### config.mk
export PLATFORM = sky130hd
export DESIGN_NAME = sparse_polynomial_accumulate_eval
export DESIGN_NICKNAME = d
export VERILOG_FILES = /design/src/sv/spae_pkg.sv /design/src/sv/sparse_polynomial_accumulate_eval.sv /design/src/sv/spae_mul.sv /design/src/sv/spae_datapath.sv /design/src/sv/spae_ctrl.sv
export SDC_FILE = /design/constraint.sdc
export NUM_CORES = 2
export LEC_CHECK = 0
export BUFFER_PORTS_ARGS = -buffer_cell sky130_fd_sc_hd__buf_2
export CORE_MARGIN = 8
export CORE_UTILIZATION = 60
export CTS_CLUSTER_SIZE = 24
export DETAILED_ROUTE_END_ITERATION = 8
export PLACE_DENSITY = 0.74
export REMOVE_ABC_BUFFERS = 1
export SLEW_MARGIN = 30
export SYNTH_ARGS = -nofsm -noshare
export SYNTH_HDL_FRONTEND = slang
export SYNTH_HIERARCHICAL = 1
export SYNTH_SLANG_ARGS = --single-unit
export TNS_END_PERCENT = 30
### constraint.sdc
create_clock -name clock -period 10.6 [get_ports clock]
set_input_delay 0.53 -clock clock [delete_from_list [all_inputs] [get_ports clock]]
set_output_delay 0.53 -clock clock [all_outputs]
set_load 0.01 [all_outputs]
### src/sv/spae_pkg.sv
// ----------------------------------------------------------------------------
// Sparse polynomial evaluator package
// Operation codes, fixed field widths and controller/datapath interface types.
// ----------------------------------------------------------------------------
package spae_pkg;

   localparam int OP_W        = 2;
   localparam int COEFF_W     = 32;
   localparam int POINT_W     = 32;
   localparam int TEXP_W      = 8;
   localparam int VALUE_W     = 64;
   localparam int HALF_W      = 32;
   localparam int COUNT_OUT_W = 5;
   localparam int DEG_W       = 8;

   localparam logic [OP_W-1:0] OP_CLEAR = 2'd0;
   localparam logic [OP_W-1:0] OP_ADD   = 2'd1;
   localparam logic [OP_W-1:0] OP_EVAL  = 2'd2;

   typedef struct packed {
      logic load;
      logic clear_table;
      logic idx_inc;
      logic rd;
      logic wr;
      logic wr_merge;
      logic set_full;
      logic term_load;
      logic mul_start;
      logic mul_sq;
      logic acc_take;
      logic base_take;
      logic sum_add;
      logic rsp_load;
   } cmd_type;

   typedef struct packed {
      logic [OP_W-1:0] op;
      logic            at_end;
      logic            exp_match;
      logic            table_full;
      logic            ebits_zero;
      logic            ebits_lsb;
      logic            mul_done;
   } sts_type;

endpackage

### src/sv/sparse_polynomial_accumulate_eval.sv
// ----------------------------------------------------------------------------
// Sparse polynomial accumulator and evaluator
// Clear empties the table and an unused code only responds; an add term scans
// the entries for its exponent, merges into a match, else inserts or drops it.
// Evaluate uses one multiply for each set exponent bit and each squaring, all
// on the shared iterative multiplier.
// One beat in flight at a time; the next beat is taken while a result waits.
// Reset empties the table and clears the handshake; term storage is not reset.
// ----------------------------------------------------------------------------
module sparse_polynomial_accumulate_eval
   import spae_pkg::*;
#(
   parameter int MAX_TERMS = 16,
   parameter int EXP_BITS  = 8
)
(
   input  logic                      clock,
   input  logic                      reset,
   input  logic                      req_valid,
   output logic                      req_stall,
   input  logic [OP_W-1:0]           req_operation,
   input  logic signed [COEFF_W-1:0] req_term_coeff,
   input  logic [TEXP_W-1:0]         req_term_exponent,
   input  logic signed [POINT_W-1:0] req_eval_point,
   output logic                      rsp_valid,
   input  logic                      rsp_stall,
   output logic signed [VALUE_W-1:0] rsp_value,
   output logic [COUNT_OUT_W-1:0]    rsp_term_count,
   output logic [DEG_W-1:0]          rsp_poly_degree,
   output logic                      rsp_store_full
);

   cmd_type cmd;
   sts_type sts;

   spae_ctrl u_ctrl (
      .clock     (clock),
      .reset     (reset),
      .req_valid (req_valid),
      .req_stall (req_stall),
      .rsp_valid (rsp_valid),
      .rsp_stall (rsp_stall),
      .cmd       (cmd),
      .sts       (sts)
   );

   spae_datapath #(
      .MAX_TERMS (MAX_TERMS),
      .EXP_BITS  (EXP_BITS)
   ) u_datapath (
      .clock             (clock),
      .reset             (reset),
      .req_operation     (req_operation),
      .req_term_coeff    (req_term_coeff),
      .req_term_exponent (req_term_exponent),
      .req_eval_point    (req_eval_point),
      .cmd               (cmd),
      .sts               (sts),
      .rsp_value         (rsp_value),
      .rsp_term_count    (rsp_term_count),
      .rsp_poly_degree   (rsp_poly_degree),
      .rsp_store_full    (rsp_store_full)
   );

   property p_accept_goes_busy;
      @(posedge clock) disable iff (reset)
         (req_valid && !req_stall) |=> req_stall;
   endproperty
   a_accept_goes_busy: assert property (p_accept_goes_busy)
      else $error("accepted beat did not make the block busy");

   property p_full_at_capacity;
      @(posedge clock) disable iff (reset)
         (rsp_valid && rsp_store_full) |-> (rsp_term_count == COUNT_OUT_W'(MAX_TERMS));
   endproperty
   a_full_at_capacity: assert property (p_full_at_capacity)
      else $error("dropped term reported with table not at capacity");

   property p_full_has_no_value;
      @(posedge clock) disable iff (reset)
         (rsp_valid && rsp_store_full) |-> (rsp_value == '0);
   endproperty
   a_full_has_no_value: assert property (p_full_has_no_value)
      else $error("dropped term reported with nonzero value");

endmodule

### src/sv/spae_mul.sv
// ----------------------------------------------------------------------------
// Iterative 64-bit wrapping multiplier
// Low 64 bits of a 64 x 64 product from three 32 x 32 partial products.
// ----------------------------------------------------------------------------
module spae_mul
   import spae_pkg::*;
(
   input  logic               clock,
   input  logic               reset,
   input  logic               start,
   input  logic [VALUE_W-1:0] op_a,
   input  logic [VALUE_W-1:0] op_b,
   output logic               done,
   output logic [VALUE_W-1:0] prod
);

   logic [VALUE_W-1:0] a_ff;
   logic [VALUE_W-1:0] b_ff;
   logic [VALUE_W-1:0] pp_ff;
   logic [VALUE_W-1:0] acc_ff;
   logic [1:0]         ph_ff;
   logic               busy_ff;
   logic               done_ff;
   logic [HALF_W-1:0]  sel_a;
   logic [HALF_W-1:0]  sel_b;

   always_comb begin
      case (ph_ff)
         2'd1: begin
            sel_a = a_ff[HALF_W-1:0];
            sel_b = b_ff[VALUE_W-1:HALF_W];
         end
         2'd2: begin
            sel_a = a_ff[VALUE_W-1:HALF_W];
            sel_b = b_ff[HALF_W-1:0];
         end
         default: begin
            sel_a = a_ff[HALF_W-1:0];
            sel_b = b_ff[HALF_W-1:0];
         end
      endcase
   end

   always_ff @(posedge clock) begin
      if (start) begin
         a_ff <= op_a;
         b_ff <= op_b;
      end
      if (busy_ff) begin
         pp_ff <= {{HALF_W{1'b0}}, sel_a} * {{HALF_W{1'b0}}, sel_b};
         case (ph_ff)
            2'd1: acc_ff <= pp_ff;
            2'd2, 2'd3: acc_ff[VALUE_W-1:HALF_W] <= acc_ff[VALUE_W-1:HALF_W] +
                                                   pp_ff[HALF_W-1:0];
            default: acc_ff <= acc_ff;
         endcase
      end
   end

   always_ff @(posedge clock) begin
      if (reset) begin
         busy_ff <= 1'b0;
         done_ff <= 1'b0;
         ph_ff   <= 2'd0;
      end else begin
         done_ff <= busy_ff && (ph_ff == 2'd3);
         if (start) begin
            busy_ff <= 1'b1;
            ph_ff   <= 2'd0;
         end else if (busy_ff) begin
            ph_ff <= ph_ff + 2'd1;
            if (ph_ff == 2'd3) begin
               busy_ff <= 1'b0;
            end
         end
      end
   end

   assign done = done_ff;
   assign prod = acc_ff;

endmodule

### src/sv/spae_datapath.sv
// ----------------------------------------------------------------------------
// Sparse polynomial datapath
// Term tables, scan index, power and sum registers, and the result register.
// ----------------------------------------------------------------------------
module spae_datapath
   import spae_pkg::*;
#(
   parameter int MAX_TERMS = 16,
   parameter int EXP_BITS  = 8
)
(
   input  logic                      clock,
   input  logic                      reset,
   input  logic [OP_W-1:0]           req_operation,
   input  logic signed [COEFF_W-1:0] req_term_coeff,
   input  logic [TEXP_W-1:0]         req_term_exponent,
   input  logic signed [POINT_W-1:0] req_eval_point,
   input  cmd_type                   cmd,
   output sts_type                   sts,
   output logic signed [VALUE_W-1:0] rsp_value,
   output logic [COUNT_OUT_W-1:0]    rsp_term_count,
   output logic [DEG_W-1:0]          rsp_poly_degree,
   output logic                      rsp_store_full
);

   localparam int CNT_W  = $clog2(MAX_TERMS + 1);
   localparam int ADDR_W = (MAX_TERMS > 1) ? $clog2(MAX_TERMS) : 1;

   logic [COEFF_W-1:0]      coeff_mem [MAX_TERMS];
   logic [EXP_BITS-1:0]     exp_mem   [MAX_TERMS];

   logic [OP_W-1:0]         op_ff;
   logic [COEFF_W-1:0]      tcoeff_ff;
   logic [EXP_BITS-1:0]     texp_ff;
   logic [POINT_W-1:0]      point_ff;
   logic [CNT_W-1:0]        count_ff;
   logic [EXP_BITS-1:0]     max_ff;
   logic [CNT_W-1:0]        idx_ff;
   logic [COEFF_W-1:0]      rd_coeff_ff;
   logic [EXP_BITS-1:0]     rd_exp_ff;
   logic [VALUE_W-1:0]      tacc_ff;
   logic [VALUE_W-1:0]      base_ff;
   logic [EXP_BITS-1:0]     ebits_ff;
   logic [VALUE_W-1:0]      sum_ff;
   logic                    full_ff;
   logic [VALUE_W-1:0]      rsp_value_ff;
   logic [COUNT_OUT_W-1:0]  rsp_count_ff;
   logic [DEG_W-1:0]        rsp_deg_ff;
   logic                    rsp_full_ff;

   logic [ADDR_W-1:0]               addr;
   logic [COEFF_W-1:0]              wr_coeff;
   logic [EXP_BITS+TEXP_W-1:0]      texp_ext;
   logic [CNT_W+COUNT_OUT_W-1:0]    count_ext;
   logic [EXP_BITS+DEG_W-1:0]       deg_ext;
   logic [VALUE_W-1:0]              mul_a;
   logic                            mul_done;
   logic [VALUE_W-1:0]              mul_prod;

   assign addr      = idx_ff[ADDR_W-1:0];
   assign wr_coeff  = cmd.wr_merge ? (rd_coeff_ff + tcoeff_ff) : tcoeff_ff;
   assign texp_ext  = {{EXP_BITS{1'b0}}, req_term_exponent};
   assign count_ext = {{COUNT_OUT_W{1'b0}}, count_ff};
   assign deg_ext   = {{DEG_W{1'b0}}, max_ff};
   assign mul_a     = cmd.mul_sq ? base_ff : tacc_ff;

   spae_mul u_mul (
      .clock (clock),
      .reset (reset),
      .start (cmd.mul_start),
      .op_a  (mul_a),
      .op_b  (base_ff),
      .done  (mul_done),
      .prod  (mul_prod)
   );

   always_ff @(posedge clock) begin
      if (cmd.wr) begin
         coeff_mem[addr] <= wr_coeff;
         exp_mem[addr]   <= texp_ff;
      end
      if (cmd.rd) begin
         rd_coeff_ff <= coeff_mem[addr];
         rd_exp_ff   <= exp_mem[addr];
      end
   end

   always_ff @(posedge clock) begin
      if (cmd.load) begin
         op_ff     <= req_operation;
         tcoeff_ff <= req_term_coeff;
         texp_ff   <= texp_ext[EXP_BITS-1:0];
         point_ff  <= req_eval_point;
         idx_ff    <= '0;
         sum_ff    <= '0;
         full_ff   <= 1'b0;
      end else begin
         if (cmd.idx_inc) begin
            idx_ff <= idx_ff + CNT_W'(1);
         end
         if (cmd.set_full) begin
            full_ff <= 1'b1;
         end
         if (cmd.sum_add) begin
            sum_ff <= sum_ff + tacc_ff;
         end
      end
      if (cmd.term_load) begin
         tacc_ff  <= {{(VALUE_W-COEFF_W){rd_coeff_ff[COEFF_W-1]}}, rd_coeff_ff};
         base_ff  <= {{(VALUE_W-POINT_W){point_ff[POINT_W-1]}}, point_ff};
         ebits_ff <= rd_exp_ff;
      end else if (cmd.acc_take) begin
         tacc_ff     <= mul_prod;
         ebits_ff[0] <= 1'b0;
      end else if (cmd.base_take) begin
         base_ff  <= mul_prod;
         ebits_ff <= ebits_ff >> 1;
      end
      if (cmd.rsp_load) begin
         rsp_value_ff <= sum_ff;
         rsp_count_ff <= count_ext[COUNT_OUT_W-1:0];
         rsp_deg_ff   <= deg_ext[DEG_W-1:0];
         rsp_full_ff  <= full_ff;
      end
   end

   always_ff @(posedge clock) begin
      if (reset) begin
         count_ff <= '0;
         max_ff   <= '0;
      end else if (cmd.clear_table) begin
         count_ff <= '0;
         max_ff   <= '0;
      end else if (cmd.wr && !cmd.wr_merge) begin
         count_ff <= count_ff + CNT_W'(1);
         if ((count_ff == '0) || (texp_ff > max_ff)) begin
            max_ff <= texp_ff;
         end
      end
   end

   always_comb begin
      sts.op         = op_ff;
      sts.at_end     = (idx_ff == count_ff);
      sts.exp_match  = (rd_exp_ff == texp_ff);
      sts.table_full = (count_ff == CNT_W'(MAX_TERMS));
      sts.ebits_zero = (ebits_ff == '0);
      sts.ebits_lsb  = ebits_ff[0];
      sts.mul_done   = mul_done;
   end

   assign rsp_value       = rsp_value_ff;
   assign rsp_term_count  = rsp_count_ff;
   assign rsp_poly_degree = rsp_deg_ff;
   assign rsp_store_full  = rsp_full_ff;

endmodule

### src/sv/spae_ctrl.sv
// ----------------------------------------------------------------------------
// Sparse polynomial controller
// Sequences clear, merge/insert scans and term-by-term evaluation.
// ----------------------------------------------------------------------------
module spae_ctrl
   import spae_pkg::*;
(
   input  logic    clock,
   input  logic    reset,
   input  logic    req_valid,
   output logic    req_stall,
   output logic    rsp_valid,
   input  logic    rsp_stall,
   output cmd_type cmd,
   input  sts_type sts
);

   localparam logic [3:0] S_IDLE     = 4'd0;
   localparam logic [3:0] S_DISPATCH = 4'd1;
   localparam logic [3:0] S_AREAD    = 4'd2;
   localparam logic [3:0] S_ACMP     = 4'd3;
   localparam logic [3:0] S_AINS     = 4'd4;
   localparam logic [3:0] S_EREAD    = 4'd5;
   localparam logic [3:0] S_ELOAD    = 4'd6;
   localparam logic [3:0] S_ESTEP    = 4'd7;
   localparam logic [3:0] S_EWAITA   = 4'd8;
   localparam logic [3:0] S_EWAITS   = 4'd9;
   localparam logic [3:0] S_EADD     = 4'd10;
   localparam logic [3:0] S_DONE     = 4'd11;

   logic [3:0] state_ff;
   logic [3:0] state_in;
   logic       rsp_valid_ff;
   logic       rsp_valid_in;

   always_comb begin
      cmd          = '0;
      state_in     = state_ff;
      rsp_valid_in = rsp_valid_ff;
      if (rsp_valid_ff && !rsp_stall) begin
         rsp_valid_in = 1'b0;
      end
      case (state_ff)
         S_IDLE: begin
            if (req_valid) begin
               cmd.load = 1'b1;
               state_in = S_DISPATCH;
            end
         end
         S_DISPATCH: begin
            case (sts.op)
               OP_CLEAR: begin
                  cmd.clear_table = 1'b1;
                  state_in        = S_DONE;
               end
               OP_ADD:  state_in = S_AREAD;
               OP_EVAL: state_in = S_EREAD;
               default: state_in = S_DONE;
            endcase
         end
         S_AREAD: begin
            if (sts.at_end) begin
               state_in = S_AINS;
            end else begin
               cmd.rd   = 1'b1;
               state_in = S_ACMP;
            end
         end
         S_ACMP: begin
            if (sts.exp_match) begin
               cmd.wr       = 1'b1;
               cmd.wr_merge = 1'b1;
               state_in     = S_DONE;
            end else begin
               cmd.idx_inc = 1'b1;
               state_in    = S_AREAD;
            end
         end
         S_AINS: begin
            if (sts.table_full) begin
               cmd.set_full = 1'b1;
            end else begin
               cmd.wr = 1'b1;
            end
            state_in = S_DONE;
         end
         S_EREAD: begin
            if (sts.at_end) begin
               state_in = S_DONE;
            end else begin
               cmd.rd   = 1'b1;
               state_in = S_ELOAD;
            end
         end
         S_ELOAD: begin
            cmd.term_load = 1'b1;
            state_in      = S_ESTEP;
         end
         S_ESTEP: begin
            if (sts.ebits_zero) begin
               state_in = S_EADD;
            end else if (sts.ebits_lsb) begin
               cmd.mul_start = 1'b1;
               state_in      = S_EWAITA;
            end else begin
               cmd.mul_start = 1'b1;
               cmd.mul_sq    = 1'b1;
               state_in      = S_EWAITS;
            end
         end
         S_EWAITA: begin
            if (sts.mul_done) begin
               cmd.acc_take = 1'b1;
               state_in     = S_ESTEP;
            end
         end
         S_EWAITS: begin
            if (sts.mul_done) begin
               cmd.base_take = 1'b1;
               state_in      = S_ESTEP;
            end
         end
         S_EADD: begin
            cmd.sum_add = 1'b1;
            cmd.idx_inc = 1'b1;
            state_in    = S_EREAD;
         end
         S_DONE: begin
            if (!rsp_valid_ff || !rsp_stall) begin
               cmd.rsp_load = 1'b1;
               rsp_valid_in = 1'b1;
               state_in     = S_IDLE;
            end
         end
         default: state_in = S_IDLE;
      endcase
   end

   always_ff @(posedge clock) begin
      if (reset) begin
         state_ff     <= S_IDLE;
         rsp_valid_ff <= 1'b0;
      end else begin
         state_ff     <= state_in;
         rsp_valid_ff <= rsp_valid_in;
      end
   end

   assign req_stall = (state_ff != S_IDLE);
   assign rsp_valid = rsp_valid_ff;

endmodule

==> impl_metrics.ini <==
[drt]
drtAntennaViolNets = 0
dr.pass1.iters = 6
vias = 59500
vias_per_cell = 6.25
drc_errors = 0
wire_per_inst_microns = 28.0
drt_first_iter_violations = 7194
wl_microns = 266000

[timing]
finalWorstSetupSlack_ns = 0.575
slew_violations = 0
rsz0062_at_grt = no
finalCritPeriodShare_pct = 94.6
fmax_mhz = 99.7
clock_skew_ns = 0.0446
worst_slew_pin_slew_ns = 1.02
finalCriticalPeriod_ns = 10.03
whs_ns = 0.0820
relSlewSlack_pct = 30.4
hold_viol_final = 0
setup_violations = 0
fin_tns_setup_ns = 0

[global_routing]
grt_pass1_vias = 61600
overflow = 0
gr-usage-all-layers_pct = 33.1
grt_pass1_wl_microns = 397000
antenna_found_initial = 5
grt_max_degree = 79

[clock_tree]
insertion_delay_ns = 0.78
path_clk_slew_ns = 0.06
htree_num_levels = 4
numCtsBuffers = 134
post-cts-setup-buffer-count = 0
clock_path_buffers = 3
cts_tree = built
clock-sinks = 1316
holdBufCountCts = 73
cts_resized = 0
root_buffer = clkbuf_16

[critical_path]
end_kind = register
max_stage_delay_ns = 0.75
cp-start-kind = register
cp_data_required_time_ns = 11.12
cp_slowest_cell = nor4_1
critical_path_class = reg -> reg
reg2reg_depth = 26
worstPathMaxFanout = 33
crit_top_cell = fa_1
arrival_ns = 10.55

[synthesis]
synth_top_area_share_pct = 41.4
yosys_warnings = 6
yosysUniqueCellTypes = 97
synth.area.top_cells = edfxtp_1 (41%), fa_1 (20%), ha_1 (5.8%), mux4_2 (5.1%), inv_1 (4.0%)
ys_seq_area_share_pct = 43.5
synth_ff_type = edfxtp_1
synthesis.area_sq_um = 88800
synth_cells = 7268
yosysTopAreaCell = edfxtp_1
synth_edf_count = 1224
synth_seq_cells = 1316
async_flop_share_pct = 0
synth.avg_cell_area_sq_um = 12.2

[status]
outcome = finished, final reports clean

[final_layout]
final_nets = 8860
postLayoutCoreUtil_pct = 66.2
syn_to_final_growth_pct = 9.86
drive_above_1_share_pct = 13.4
finalInstanceArea_sq_um = 97500
final_common_cell = edfxtp_1
fin_cells = 9513
mostFrequentLayoutCells = edfxtp_1 (1,224), inv_1 (936), fa_1 (899), nand2_1 (851), nor2_1 (731)

[power_and_ir_drop]
clkPwrFrac_pct = 16.8
comb_power_share_pct = 58.2
p_total_mw = 27.3
power_density_nw_per_um2 = 280
p_seq_share_pct = 25.0
intPower_mw = 14.7
p_sw_mw = 12.7
peakVddDrop_v = 0.000609
power.leakage_nw = 39.7
swShare_pct = 46.4

[die]
core_sq_um = 147000
die_area_sq_um = 161000
start_util_pct = 60.3
fp.dieH_microns = 401
fp.dieW_microns = 401
rows = 141
ios = 158

[placement]
placed_cell_area_sq_um = 92500
gp_congestion = 1.02
hpwl_microns = 193000
place_ws_ns = 0.792
portBuffers = 157
dp.cells = 9192

[worst_hold_path]
hp-class = in -> reg
hold_depth = 1

[flow_run]
drv_cap = 0
[cells in the mapped netlist, types with 8 or more instances]
master     instances
edfxtp_1        1224
inv_1            936
fa_1             899
nand2_1          853
nor2_1           747
ha_1             410
clkbuf_1         283
a21oi_1          221
mux4_2           200
mux2_2           159
o21ai_0          125
a21o_1           117
xnor2_1          109
mux2i_1          106
dfxtp_1           92
nand2b_1          85
xor2_1            66
nand4_1           57
nor3_1            53
nand3_1           48
buf_1             34
and3_1            32
o21bai_1          30
o21a_1            23
a211oi_1          22
and2_1            21
or3_1             21
a31oi_1           18
nor2b_1           17
o211ai_1          15
o31ai_1           12
nor4_1            11
o22ai_1           11
a211o_1           10
and4_1            10
or2_2             10
a2111oi_0          9
a21boi_0           9
buf_2              8
o2111ai_1          8
[sequential cells by signal (all words and copies together), names as in the netlist, 5 cells and up]
signal and cells:
u_datapath/base_ff 64, u_datapath/texp_ff 8, u_datapath/sum_ff 64, u_datapath/idx_ff 5
u_datapath/rsp_poly_degree 8, u_datapath/exp_mem 128, u_datapath/rsp_value 64, u_datapath/max_ff 8
u_datapath/ebits_ff 8, u_datapath/point_ff 32, u_datapath/rd_coeff_ff 32, u_datapath/u_mul/a_ff 64
u_datapath/tcoeff_ff 32, u_datapath/u_mul/b_ff 64, u_datapath/coeff_mem 512, u_datapath/count_ff 5
u_datapath/rsp_term_count 5, u_datapath/tacc_ff 64, u_datapath/u_mul/pp_ff 64, u_datapath/u_mul/prod 64
u_datapath/rd_exp_ff 8
[critical path, delay by kind of cell, from the launching register on]
family | cells | cell delay, ns
simple gates | 4 | 1.26
mux | 1 | 0.73
fa+ha+maj | 10 | 5.32
flops | 1 | 0.37
buf+inv | 5 | 0.76
xor+xnor | 1 | 0.16
compound gates | 5 | 1.17
[final cells by class]
| cell class | instances | area (sq um) |
|---|---|---|
| Clock buffer | 160 | 3490 |
| Inverter | 939 | 3520 |
| Timing Repair Buffer | 400 | 2840 |
| Antenna cell | 6 | 15.0 |
| Clock inverter | 80 | 766 |
| Tap cell | 1930 | 2410 |
| Multi-Input combinational cell | 4682 | 45900 |
| Fill cell | 10700 | 49800 |
| Sequential cell | 1316 | 38600 |
[routing by layer]
| metal | global-route usage (%) | up-vias | routed length, microns |
|---|---|---|---|
| met1 | 44.4 | 30200 | 99700 |
| met4 | 16.6 | 2 | 16300 |
| met2 | 52.3 | 3486 | 123000 |
| li1 | - | 25100 | - |
| met5 | 0 | - | 20 |
| met3 | 6.43 | 714 | 26800 |
[path summary, 6_finish.rpt]
path	start	end	slack, ns
hold / removal	req_eval_point[16]	u_datapath/point_ff[16]$_DFFE_PP_	0.08
setup reg to reg	u_datapath/u_mul/ph_ff[0]$_SDFFE_PP0P_	u_datapath/u_mul/pp_ff[52]$_DFFE_PP_	0.57
hold reg to reg	u_datapath/base_ff[21]$_DFFE_PP_	u_datapath/u_mul/b_ff[21]$_DFFE_PP_	0.42
setup / recovery	u_datapath/u_mul/ph_ff[0]$_SDFFE_PP0P_	u_datapath/u_mul/pp_ff[52]$_DFFE_PP_	0.57
[power groups by stage]
| stage | clock network, mW | registers (mW) | logic, mW |
|---|---|---|---|
| global placement | 0 | 6.94 | 15.4 |
| finish | 4.59 | 6.84 | 15.9 |
| CTS | 4.64 | 6.84 | 15.5 |
| detailed placement | 0 | 6.94 | 15.2 |
| floorplan | 0 | 6.91 | 9.96 |
| global route | 4.83 | 6.86 | 17.1 |
[logic make-up (layout without fill, tap and decap cells)]
kind of cell | after synthesis | after routing | share of synthesized area, %
AOI/OAI and AO/OA | 734 | 734 | 5.49
xor gates and xnor gates | 175 | 175 | 1.73
adders and majority gates | 1309 | 1309 | 26.0
buffers and inverters | 1270 | 1579 | 5.42
DFF | 1316 | 1316 | 43.5
muxes | 465 | 465 | 8.29
other | 0 | 6 | 0
and+or+nand+nor | 1999 | 1999 | 9.56
Note: power is estimated with default switching activity, not from simulation.
